**config.mk**
```make
export PLATFORM = sky130hd
export DESIGN_NAME = tls_sni_split_locator
export DESIGN_NICKNAME = d
export VERILOG_FILES = /design/src/tlssni_pkg.sv /design/src/tlssni_parser.sv /design/src/tlssni_split.sv /design/src/tls_sni_split_locator.sv
export SDC_FILE = /design/constraint.sdc
export NUM_CORES = 1
export LEC_CHECK = 0
export BUFFER_PORTS_ARGS = -buffer_cell sky130_fd_sc_hd__buf_2
export CELL_PAD_IN_SITES_DETAIL_PLACEMENT = 1
export CELL_PAD_IN_SITES_GLOBAL_PLACEMENT = 2
export CORE_MARGIN = 3
export CORE_UTILIZATION = 35
export DETAILED_ROUTE_END_ITERATION = 12
export PLACE_DENSITY_LB_ADDON = 0.08
export SLEW_MARGIN = 20
export SYNTH_ARGS = -nofsm -noshare
export SYNTH_HDL_FRONTEND = slang
export SYNTH_HIERARCHICAL = 1
export SYNTH_SLANG_ARGS = --single-unit
```
**constraint.sdc**
```tcl
create_clock -name clk_i -period 10.5 [get_ports clk_i]
set_input_delay 1.05 -clock clk_i [delete_from_list [all_inputs] [get_ports clk_i]]
set_output_delay 1.05 -clock clk_i [all_outputs]
set_load 0.1 [all_outputs]
```
**src/tlssni_pkg.sv**
```systemverilog
// Shared types and constants for the TLS server-name split locator.
// No dependencies; used by tlssni_parser, tlssni_split and the top level.
package tlssni_pkg;

  // Width of every 16-bit count, offset and length at the ports.
  localparam int unsigned LenW   = 16;
  // Width of field positions that may run past a 16-bit buffer.
  localparam int unsigned FieldW = 18;

  // ClientHello layout constants
  localparam logic [7:0]  RecTypeHandshake = 8'h16;
  localparam logic [7:0]  RecVersionMajor  = 8'h03;
  localparam logic [7:0]  HsTypeClientHello = 8'h01;
  localparam logic [7:0]  SniNameTypeHost  = 8'h00;
  localparam logic [15:0] ExtTypeServerName = 16'h0000;
  // Record header (5) + handshake header (4) + version and random (34)
  localparam logic [FieldW-1:0] SessionIdPos = FieldW'(5 + 4 + 34);
  localparam logic [FieldW-1:0] VersionPos   = FieldW'(1);
  localparam logic [FieldW-1:0] HsTypePos    = FieldW'(5);
  localparam logic [LenW-1:0]   MinTlsBytes  = LenW'(5);

  // Configuration register indexes
  localparam logic CfgSplitInName = 1'b0;
  localparam logic CfgFixedSplit  = 1'b1;

  // Parse outcome of a buffer, taken on its final byte
  typedef struct packed {
    logic [LenW-1:0] buf_len;
    logic            failed_at_type;
    logic            name_ok;
    logic [LenW-1:0] name_off;
    logic [LenW-1:0] name_len;
  } parse_status_t;

endpackage

```
**src/tlssni_parser.sv**
```systemverilog
// Byte-by-byte ClientHello walker: holds the parse state of one buffer.
// Depends on tlssni_pkg.
module tlssni_parser #(
  parameter int unsigned MAX_BUFFER_BYTES = 65535
) (
  input  logic                    clk_i,
  input  logic                    rst_ni,
  input  logic                    en_i,
  input  logic [7:0]              data_i,
  input  logic                    last_i,
  output tlssni_pkg::parse_status_t status_o
);

  localparam int unsigned PosW = $clog2(MAX_BUFFER_BYTES + 1);
  localparam logic [PosW-1:0] MaxPos = PosW'(MAX_BUFFER_BYTES);
  localparam int unsigned FW = tlssni_pkg::FieldW;
  localparam int unsigned LW = tlssni_pkg::LenW;

  localparam logic [3:0] PhType    = 4'd0;
  localparam logic [3:0] PhVer     = 4'd1;
  localparam logic [3:0] PhHs      = 4'd2;
  localparam logic [3:0] PhSid     = 4'd3;
  localparam logic [3:0] PhCsHi    = 4'd4;
  localparam logic [3:0] PhCsLo    = 4'd5;
  localparam logic [3:0] PhComp    = 4'd6;
  localparam logic [3:0] PhExtHi   = 4'd7;
  localparam logic [3:0] PhExtLo   = 4'd8;
  localparam logic [3:0] PhExtHdr  = 4'd9;
  localparam logic [3:0] PhSniType = 4'd10;
  localparam logic [3:0] PhSniNlHi = 4'd11;
  localparam logic [3:0] PhSniNlLo = 4'd12;
  localparam logic [3:0] PhDone    = 4'd13;

  logic [PosW-1:0] pos_q, pos_d;
  logic [3:0]      phase_q, phase_d;
  logic [FW-1:0]   nfp_q, nfp_d;
  logic [7:0]      hold_q, hold_d;
  logic [FW-1:0]   ext_end_q, ext_end_d;
  logic [15:0]     etype_q, etype_d;
  logic [15:0]     elen_q, elen_d;
  logic [LW-1:0]   foff_q, foff_d;
  logic [LW-1:0]   flen_q, flen_d;
  logic            failed_q, failed_d;

  logic [FW-1:0]   pos_w, pos_nx, hdr_p, word_w;
  logic [15:0]     word;
  logic [LW:0]     name_end;

  always_comb begin
    pos_d     = pos_q;
    phase_d   = phase_q;
    nfp_d     = nfp_q;
    hold_d    = hold_q;
    ext_end_d = ext_end_q;
    etype_d   = etype_q;
    elen_d    = elen_q;
    foff_d    = foff_q;
    flen_d    = flen_q;
    failed_d  = failed_q;
    pos_w     = FW'(pos_q);
    pos_nx    = pos_w + FW'(1);
    word      = {hold_q, data_i};
    word_w    = FW'(word);
    hdr_p     = '0;

    if (pos_q < MaxPos) begin
      pos_d = pos_q + PosW'(1);
      if (!failed_q && phase_q != PhDone) begin
        if (phase_q == PhExtHdr) begin
          if (pos_w >= nfp_q) begin
            // four header bytes shift through type and length
            etype_d = {etype_q[7:0], elen_q[15:8]};
            elen_d  = {elen_q[7:0], data_i};
            if (pos_w == nfp_q + FW'(3)) begin
              if (etype_d == tlssni_pkg::ExtTypeServerName) begin
                if (pos_nx + FW'(5) > ext_end_q) begin
                  failed_d = 1'b1;
                end else begin
                  nfp_d   = pos_nx + FW'(2);
                  phase_d = PhSniType;
                end
              end else begin
                hdr_p = pos_nx + FW'(elen_d);
                nfp_d = hdr_p;
                if (hdr_p + FW'(4) > ext_end_q) failed_d = 1'b1;
              end
            end
          end
        end else if (pos_w == nfp_q) begin
          unique case (phase_q)
            PhType: begin
              if (data_i != tlssni_pkg::RecTypeHandshake) failed_d = 1'b1;
              else begin
                nfp_d = tlssni_pkg::VersionPos; phase_d = PhVer;
              end
            end
            PhVer: begin
              if (data_i != tlssni_pkg::RecVersionMajor) failed_d = 1'b1;
              else begin
                nfp_d = tlssni_pkg::HsTypePos; phase_d = PhHs;
              end
            end
            PhHs: begin
              if (data_i != tlssni_pkg::HsTypeClientHello) failed_d = 1'b1;
              else begin
                nfp_d = tlssni_pkg::SessionIdPos; phase_d = PhSid;
              end
            end
            PhSid: begin
              nfp_d = pos_nx + FW'(data_i); phase_d = PhCsHi;
            end
            PhCsHi: begin
              hold_d = data_i; nfp_d = pos_nx; phase_d = PhCsLo;
            end
            PhCsLo: begin
              nfp_d = pos_nx + word_w; phase_d = PhComp;
            end
            PhComp: begin
              nfp_d = pos_nx + FW'(data_i); phase_d = PhExtHi;
            end
            PhExtHi: begin
              hold_d = data_i; nfp_d = pos_nx; phase_d = PhExtLo;
            end
            PhExtLo: begin
              ext_end_d = pos_nx + word_w;
              etype_d   = '0;
              elen_d    = '0;
              nfp_d     = pos_nx;
              if (pos_nx + FW'(4) > ext_end_d) failed_d = 1'b1;
              else phase_d = PhExtHdr;
            end
            PhSniType: begin
              if (data_i != tlssni_pkg::SniNameTypeHost) failed_d = 1'b1;
              else begin
                nfp_d = pos_nx; phase_d = PhSniNlHi;
              end
            end
            PhSniNlHi: begin
              hold_d = data_i; nfp_d = pos_nx; phase_d = PhSniNlLo;
            end
            PhSniNlLo: begin
              if (word == '0 || pos_nx + word_w > ext_end_q) failed_d = 1'b1;
              else begin
                foff_d  = LW'(pos_nx);
                flen_d  = word;
                phase_d = PhDone;
              end
            end
            default: failed_d = 1'b1;
          endcase
        end
      end
    end
  end

  always_comb begin
    name_end                = {1'b0, foff_d} + {1'b0, flen_d};
    status_o.buf_len        = LW'(pos_d);
    status_o.failed_at_type = failed_d && (phase_d == PhType);
    status_o.name_ok        = !failed_d && (phase_d == PhDone) &&
                              (name_end <= {1'b0, LW'(pos_d)});
    status_o.name_off       = foff_d;
    status_o.name_len       = flen_d;
  end

  // Parse state returns to its reset value after the final byte.
  always_ff @(posedge clk_i or negedge rst_ni) begin
    if (!rst_ni) begin
      pos_q     <= '0;
      phase_q   <= PhType;
      nfp_q     <= '0;
      hold_q    <= '0;
      ext_end_q <= '0;
      etype_q   <= '0;
      elen_q    <= '0;
      foff_q    <= '0;
      flen_q    <= '0;
      failed_q  <= 1'b0;
    end else if (en_i) begin
      if (last_i) begin
        pos_q     <= '0;
        phase_q   <= PhType;
        nfp_q     <= '0;
        hold_q    <= '0;
        ext_end_q <= '0;
        etype_q   <= '0;
        elen_q    <= '0;
        foff_q    <= '0;
        flen_q    <= '0;
        failed_q  <= 1'b0;
      end else begin
        pos_q     <= pos_d;
        phase_q   <= phase_d;
        nfp_q     <= nfp_d;
        hold_q    <= hold_d;
        ext_end_q <= ext_end_d;
        etype_q   <= etype_d;
        elen_q    <= elen_d;
        foff_q    <= foff_d;
        flen_q    <= flen_d;
        failed_q  <= failed_d;
      end
    end
  end

endmodule

```
**src/tlssni_split.sv**
```systemverilog
// Split-point choice from the parse outcome and the split configuration.
// Depends on tlssni_pkg.
module tlssni_split (
  input  tlssni_pkg::parse_status_t   status_i,
  input  logic                        split_in_name_i,
  input  logic [tlssni_pkg::LenW-1:0] fixed_split_position_i,
  output logic                        split_valid_o,
  output logic [tlssni_pkg::LenW-1:0] split_position_o
);

  logic tls, fixed_ok;
  logic [tlssni_pkg::LenW-1:0] split;

  always_comb begin
    tls      = (status_i.buf_len >= tlssni_pkg::MinTlsBytes) &&
               !status_i.failed_at_type;
    fixed_ok = (fixed_split_position_i != '0) &&
               (fixed_split_position_i < status_i.buf_len);
    split    = '0;
    if (tls) begin
      if (status_i.name_ok) begin
        // a found name ends inside the buffer, so the middle fits 16 bits
        if (split_in_name_i)
          split = status_i.name_off + (status_i.name_len >> 1);
        else if (fixed_ok) split = fixed_split_position_i;
        else split = status_i.name_off;
      end else if (fixed_ok) begin
        split = fixed_split_position_i;
      end
    end
    split_valid_o    = (split != '0);
    split_position_o = split;
  end

endmodule

```
**src/tls_sni_split_locator.sv**
```systemverilog
// Top level of the TLS ClientHello server-name locator and split chooser.
// Depends on tlssni_pkg, tlssni_parser and tlssni_split.
//
// Usage:
//   Input channel (in_valid_i / in_stall_o) carries one buffer byte per beat,
//   with last_byte_i on the final beat. Output channel (out_valid_o /
//   out_stall_i) carries one result beat per buffer, none for other bytes.
//   Configuration writes (cfg_valid_i / cfg_ready_o) set split_in_name
//   (index 0) and fixed_split_position (index 1); ready is always high.
//   Path: a final byte, once accepted, passes the input register, then the
//   parse and split logic, into the result register.
//   Throughput: one byte per cycle unless in_stall_o is raised; the parser
//   updates all its state from each registered byte, so nothing iterates.
//   Stall: the result register holds while out_stall_i is high. Non-final
//   bytes keep flowing; a final byte waits in the input register until the
//   result register is free, and in_stall_o is raised behind it.
//   Reset: asynchronous, active low; clears the parse state, empties both
//   registers and sets both configuration registers to zero. No clearing
//   pass is needed. Bytes past MAX_BUFFER_BYTES are not parsed or counted.
module tls_sni_split_locator #(
  parameter int unsigned MAX_BUFFER_BYTES = 65535
) (
  input  logic        clk_i,
  input  logic        rst_ni,
  // byte input
  input  logic        in_valid_i,
  output logic        in_stall_o,
  input  logic [7:0]  data_byte_i,
  input  logic        last_byte_i,
  // result output
  output logic        out_valid_o,
  input  logic        out_stall_i,
  output logic        name_found_o,
  output logic [15:0] name_offset_o,
  output logic [15:0] name_length_o,
  output logic        split_valid_o,
  output logic [15:0] split_position_o,
  output logic [15:0] buffer_length_o,
  // configuration writes
  input  logic        cfg_valid_i,
  output logic        cfg_ready_o,
  input  logic        cfg_index_i,
  input  logic [15:0] cfg_data_i
);

  tlssni_pkg::parse_status_t status;

  logic        in_vld_q;
  logic [7:0]  byte_q;
  logic        last_q;
  logic        out_free, proc_en, in_accept;

  logic        split_in_name_q;
  logic [15:0] fixed_split_q;

  logic        split_valid;
  logic [15:0] split_position;

  logic        out_vld_q;
  logic        found_q, split_vld_q;
  logic [15:0] off_q, len_q, split_q, buf_len_q;

  // A final byte needs the result slot; other bytes never do.
  assign out_free   = !out_vld_q || !out_stall_i;
  assign proc_en    = in_vld_q && (!last_q || out_free);
  assign in_stall_o = in_vld_q && !proc_en;
  assign in_accept  = in_valid_i && !in_stall_o;

  always_ff @(posedge clk_i or negedge rst_ni) begin
    if (!rst_ni) begin
      in_vld_q <= 1'b0;
    end else if (in_accept) begin
      in_vld_q <= 1'b1;
    end else if (proc_en) begin
      in_vld_q <= 1'b0;
    end
  end

  always_ff @(posedge clk_i) begin
    if (in_accept) begin
      byte_q <= data_byte_i;
      last_q <= last_byte_i;
    end
  end

  // configuration registers
  assign cfg_ready_o = 1'b1;

  always_ff @(posedge clk_i or negedge rst_ni) begin
    if (!rst_ni) begin
      split_in_name_q <= 1'b0;
      fixed_split_q   <= '0;
    end else if (cfg_valid_i && cfg_ready_o) begin
      unique case (cfg_index_i)
        tlssni_pkg::CfgSplitInName: split_in_name_q <= cfg_data_i[0];
        tlssni_pkg::CfgFixedSplit:  fixed_split_q   <= cfg_data_i;
        default: ;
      endcase
    end
  end

  tlssni_parser #(
    .MAX_BUFFER_BYTES(MAX_BUFFER_BYTES)
  ) u_parser (
    .clk_i   (clk_i),
    .rst_ni  (rst_ni),
    .en_i    (proc_en),
    .data_i  (byte_q),
    .last_i  (last_q),
    .status_o(status)
  );

  tlssni_split u_split (
    .status_i              (status),
    .split_in_name_i       (split_in_name_q),
    .fixed_split_position_i(fixed_split_q),
    .split_valid_o         (split_valid),
    .split_position_o      (split_position)
  );

  // result register
  always_ff @(posedge clk_i or negedge rst_ni) begin
    if (!rst_ni) begin
      out_vld_q <= 1'b0;
    end else if (proc_en && last_q) begin
      out_vld_q <= 1'b1;
    end else if (!out_stall_i) begin
      out_vld_q <= 1'b0;
    end
  end

  always_ff @(posedge clk_i) begin
    if (proc_en && last_q) begin
      found_q     <= status.name_ok;
      off_q       <= status.name_ok ? status.name_off : '0;
      len_q       <= status.name_ok ? status.name_len : '0;
      split_vld_q <= split_valid;
      split_q     <= split_position;
      buf_len_q   <= status.buf_len;
    end
  end

  assign out_valid_o      = out_vld_q;
  assign name_found_o     = found_q;
  assign name_offset_o    = off_q;
  assign name_length_o    = len_q;
  assign split_valid_o    = split_vld_q;
  assign split_position_o = split_q;
  assign buffer_length_o  = buf_len_q;

endmodule

```
==> impl_results.md <==
* # diodes at 0
* Final period util at 0.968
* FF-to-FF setup slack at 0.34 ns
* Clock transition at the registers of the reported paths at 0.06 ns
* Crit Path Class: flip-flop to flip-flop
* DR WL/cell at 27.7 µm
* Critical-path maximum fanout at 5
* Total Negative Setup Slacks at 0 ns
* Hold path depth at 2
* Final core utilization at 0.429
* Register area share after synthesis at 0.314
* Global-route wire length before repair at 123000 µm
* Int Pwr at 1980 µW
* Top cell by count, worst path: ha_4
* Max rail drop VDD at 0.000132 V
* P&R area growth vs syn at 20.7%
* Initial antenna violation count at 3
* Reg-to-reg startpoint: u_parser/pos_q[1]
* Vias post-DR at between 15000 and 20000
* # clock sinks at about 220
* GP Congestion at 0.948
* GRT Residual Overflow at 0
* Initial Util at 0.355
* Hold-fix buffers, CTS at 0
* Final HPWL DP at 66200 µm
* Crit-path slowest cell: or4_4
* Grt peak-use layer: met2
* Post-route ant nets at 0
* Post-synth EDFFs at 75
* Met3 Use GR at 0.0342
* Latest clock arrival within the worst-skew pair at roughly 0.60 ns
* Die ar. at between 0.05 and 0.06 mm²
* Layout Cells excl Fill at 3034
* Root Driver: clkbuf_16
* Clock power frac at 0.329
* HP Class: flip-flop to flip-flop
* CTS tree: done
* DP Cell Count at 2957
* FP Rows at 83
* Comb pwr share at 0.363
* H-tree depth at 1
* Largest net degree at the start of global routing at between 80 and 90
* Hold Vio Cnt, Final at 0
* Die W at 235 µm
* Leak pwr at 0.00943 µW
* # IOs at 100
* Cell Area, Synth at 0.0183 mm²
* Post-route cell area at 0.0221 mm²
* YS warnings at 6
* Worst Tran Pin Value at 1.17 ns
* Final setup viols at 0
* Ys flop type: dfrtp_1
* Seq pwr share at 0.308
* Max-slew headroom at 0.213
* Initial DRT Pass Iterations at 5
* R2R cell count at 44
* Synth Register Bits at 215
* Sw Share at 0.394
* Distinct cells, synth at 105
* Most common cell after layout, fill and taps aside: nand2_1
* Min-delay src: u_parser/ext_end_q[8]
* Crit. End Element: flip-flop
* Starting DRT DRC Count at 1218
* Max Cap Violations at 0
* Max Slew Vio Count at 0
* Final Skew at 0.0144 ns
* Sw Pwr at roughly 1300 µW
* Area after DPL at 0.0204 mm²
* Worst r2r dst: split_valid_o
* Post-Synthesis Cells at 2128
* Pwr/cell area at 148 mW/mm²
* DIE HEIGHT at 235 µm
* Core footprint at ~0.052 mm²
* Fraction of registers with async set/reset at 0.651
* Post-Route WL at 83900 µm
* IO buf count at 98
* Worst Hold Slack at 0.479 ns
* Element type at the critical path start: flip-flop
* Routed vias/inst at about 5.9
* Leading cell types in the layout, fill and taps excluded: nand2_1, inv_1, ha_1
* GR Util met2 at 0.498
* Period minus WS final at 10.16 ns
* Max Clk Rate at around 0.1 GHz
* Mean cell area of the mapped netlist at 8.62 µm²
* CTS buffer count at 28
* Status: completed
* Met1 usage at 0.383
* Hold Path End: u_parser/ext_end_q[8]
* Clk buf depth at 3
* Crit path DAT at 10.50 ns
* Number of global-route vias before repair at 18199
* Share of layout cells above drive strength 1 at 0.200
* Gr usage total at 0.293
* CP required at 10.84 ns
* Nets at 2548
* Crit-path max cell delay at approximately 0.54 ns
* # DRC at 0
-- Yosys cell counts, drive strengths merged, types with 24 or more instances --
| master | number | area (µm²) |
|---|---|---|
| a21o | 25 | 189 |
| a21oi | 113 | 577 |
| a31oi | 35 | 219 |
| and2 | 47 | 294 |
| buf | 39 | 239 |
| clkbuf | 56 | 211 |
| dfrtp | 140 | 3500 |
| edfxtp | 75 | 2250 |
| ha | 182 | 2280 |
| inv | 187 | 702 |
| mux2 | 35 | 432 |
| mux2i | 32 | 320 |
| nand2 | 210 | 796 |
| nand3 | 74 | 383 |
| nand4 | 46 | 303 |
| nor2 | 114 | 428 |
| nor3 | 54 | 270 |
| nor4 | 34 | 240 |
| o21a | 24 | 181 |
| o21ai | 144 | 724 |
| o22ai | 39 | 250 |
| o31ai | 24 | 180 |
| xnor2 | 87 | 769 |
| xor2 | 24 | 210 |
-- layer usage --
layer | up-vias | wire length, µm
li1 | 8215 | -
met1 | 8970 | 36800
met2 | 459 | 39900
met3 | 135 | 3460
met4 | 2 | 3780
met5 | - | 13
-- final cells by class --
type | count | area, µm²
Fill cell | 6028 | 29500
Inverter | 190 | 717
Sequential cell | 215 | 5760
Clock buffer | 41 | 801
Tap cell | 680 | 851
Multi-Input combinational cell | 1631 | 12000
Timing Repair Buffer | 266 | 1780
Clock inverter | 11 | 216
-- power by group through the flow --
| stage | Sequential (µW) | Clock, µW | Combinational (µW) |
|---|---|---|---|
| 4_1_cts | 1000 | 1110 | 1150 |
| 2_1_floorplan | 1080 | 0 | 650 |
| 5_1_grt | 1010 | 1140 | 1280 |
| 3_3_place_gp | 1020 | 0 | 1110 |
| 6_report | 1010 | 1080 | 1190 |
| 3_5_place_dp | 1020 | 0 | 1140 |
-- cell families (layout without fill, tap and decap cells) --
logic type	count (synthesis)	in the layout	share of synthesized area
AND/OR/NAND/NOR	691	692	0.192
AO/OA/AOI/OAI	572	573	0.208
buffers and inverters	285	508	0.0635
flip-flops	215	215	0.314
adder cells (fa/ha/maj)	185	185	0.127
XOR/XNOR	111	111	0.0534
multiplexers	67	67	0.0410
other	2	3	0.000410
-- per-stage QoR --
stage / power [µW] / setup WS (ns)
4_1_cts: 3260 / 0.0803
2_1_floorplan: 1730 / 0.0214
3_5_place_dp: 2150 / -0.371
3_3_place_gp: 2130 / -0.0464
5_1_grt: 3430 / -0.117
6_report: 3270 / 0.341
-- worst max-delay path by stage --
stage                                  from             to  slack (ns)
after floorplan           u_parser/pos_q[2]  split_valid_o        0.02
after global placement    u_parser/pos_q[2]  split_valid_o       -0.05
after detailed placement  u_parser/pos_q[1]  split_valid_o       -0.37
after CTS                 u_parser/pos_q[1]  split_valid_o        0.08
final                     u_parser/pos_q[1]  split_valid_o        0.34
after global routing      u_parser/pos_q[1]  split_valid_o       -0.12
-- registers in the layout (all words and copies together) (netlist names), 4 cells and up --
register            cells
buffer_length_o        16
u_parser/flen_q        16
u_parser/nfp_q         18
u_parser/elen_q        16
u_parser/hold_q         8
fixed_split_q          16
u_parser/foff_q        16
u_parser/phase_q        4
split_position_o       16
name_offset_o          16
name_length_o          16
u_parser/pos_q         16
u_parser/ext_end_q     18
byte_q                  8
u_parser/etype_q        8
-- critical path: cells and delay by family (launching register included) --
family / cells / cell delay, ns
compound gates: 16 / 3.41
xor+xnor: 1 / 0.19
fa+ha+maj: 5 / 1.34
buf+inv: 5 / 0.75
flops: 1 / 0.41
mux: 1 / 0.40
simple gates: 16 / 3.40
-- timing repair --
item	4_1_cts	5_1_grt
gates cloned	1	1
pin swaps	4	35
endpoints found under the setup margin	6	17
setup buffers	4	19
resized for setup	16	94
endpoints found under the hold margin	0	0
No activity file was read; power rests on OpenSTA's default activity.
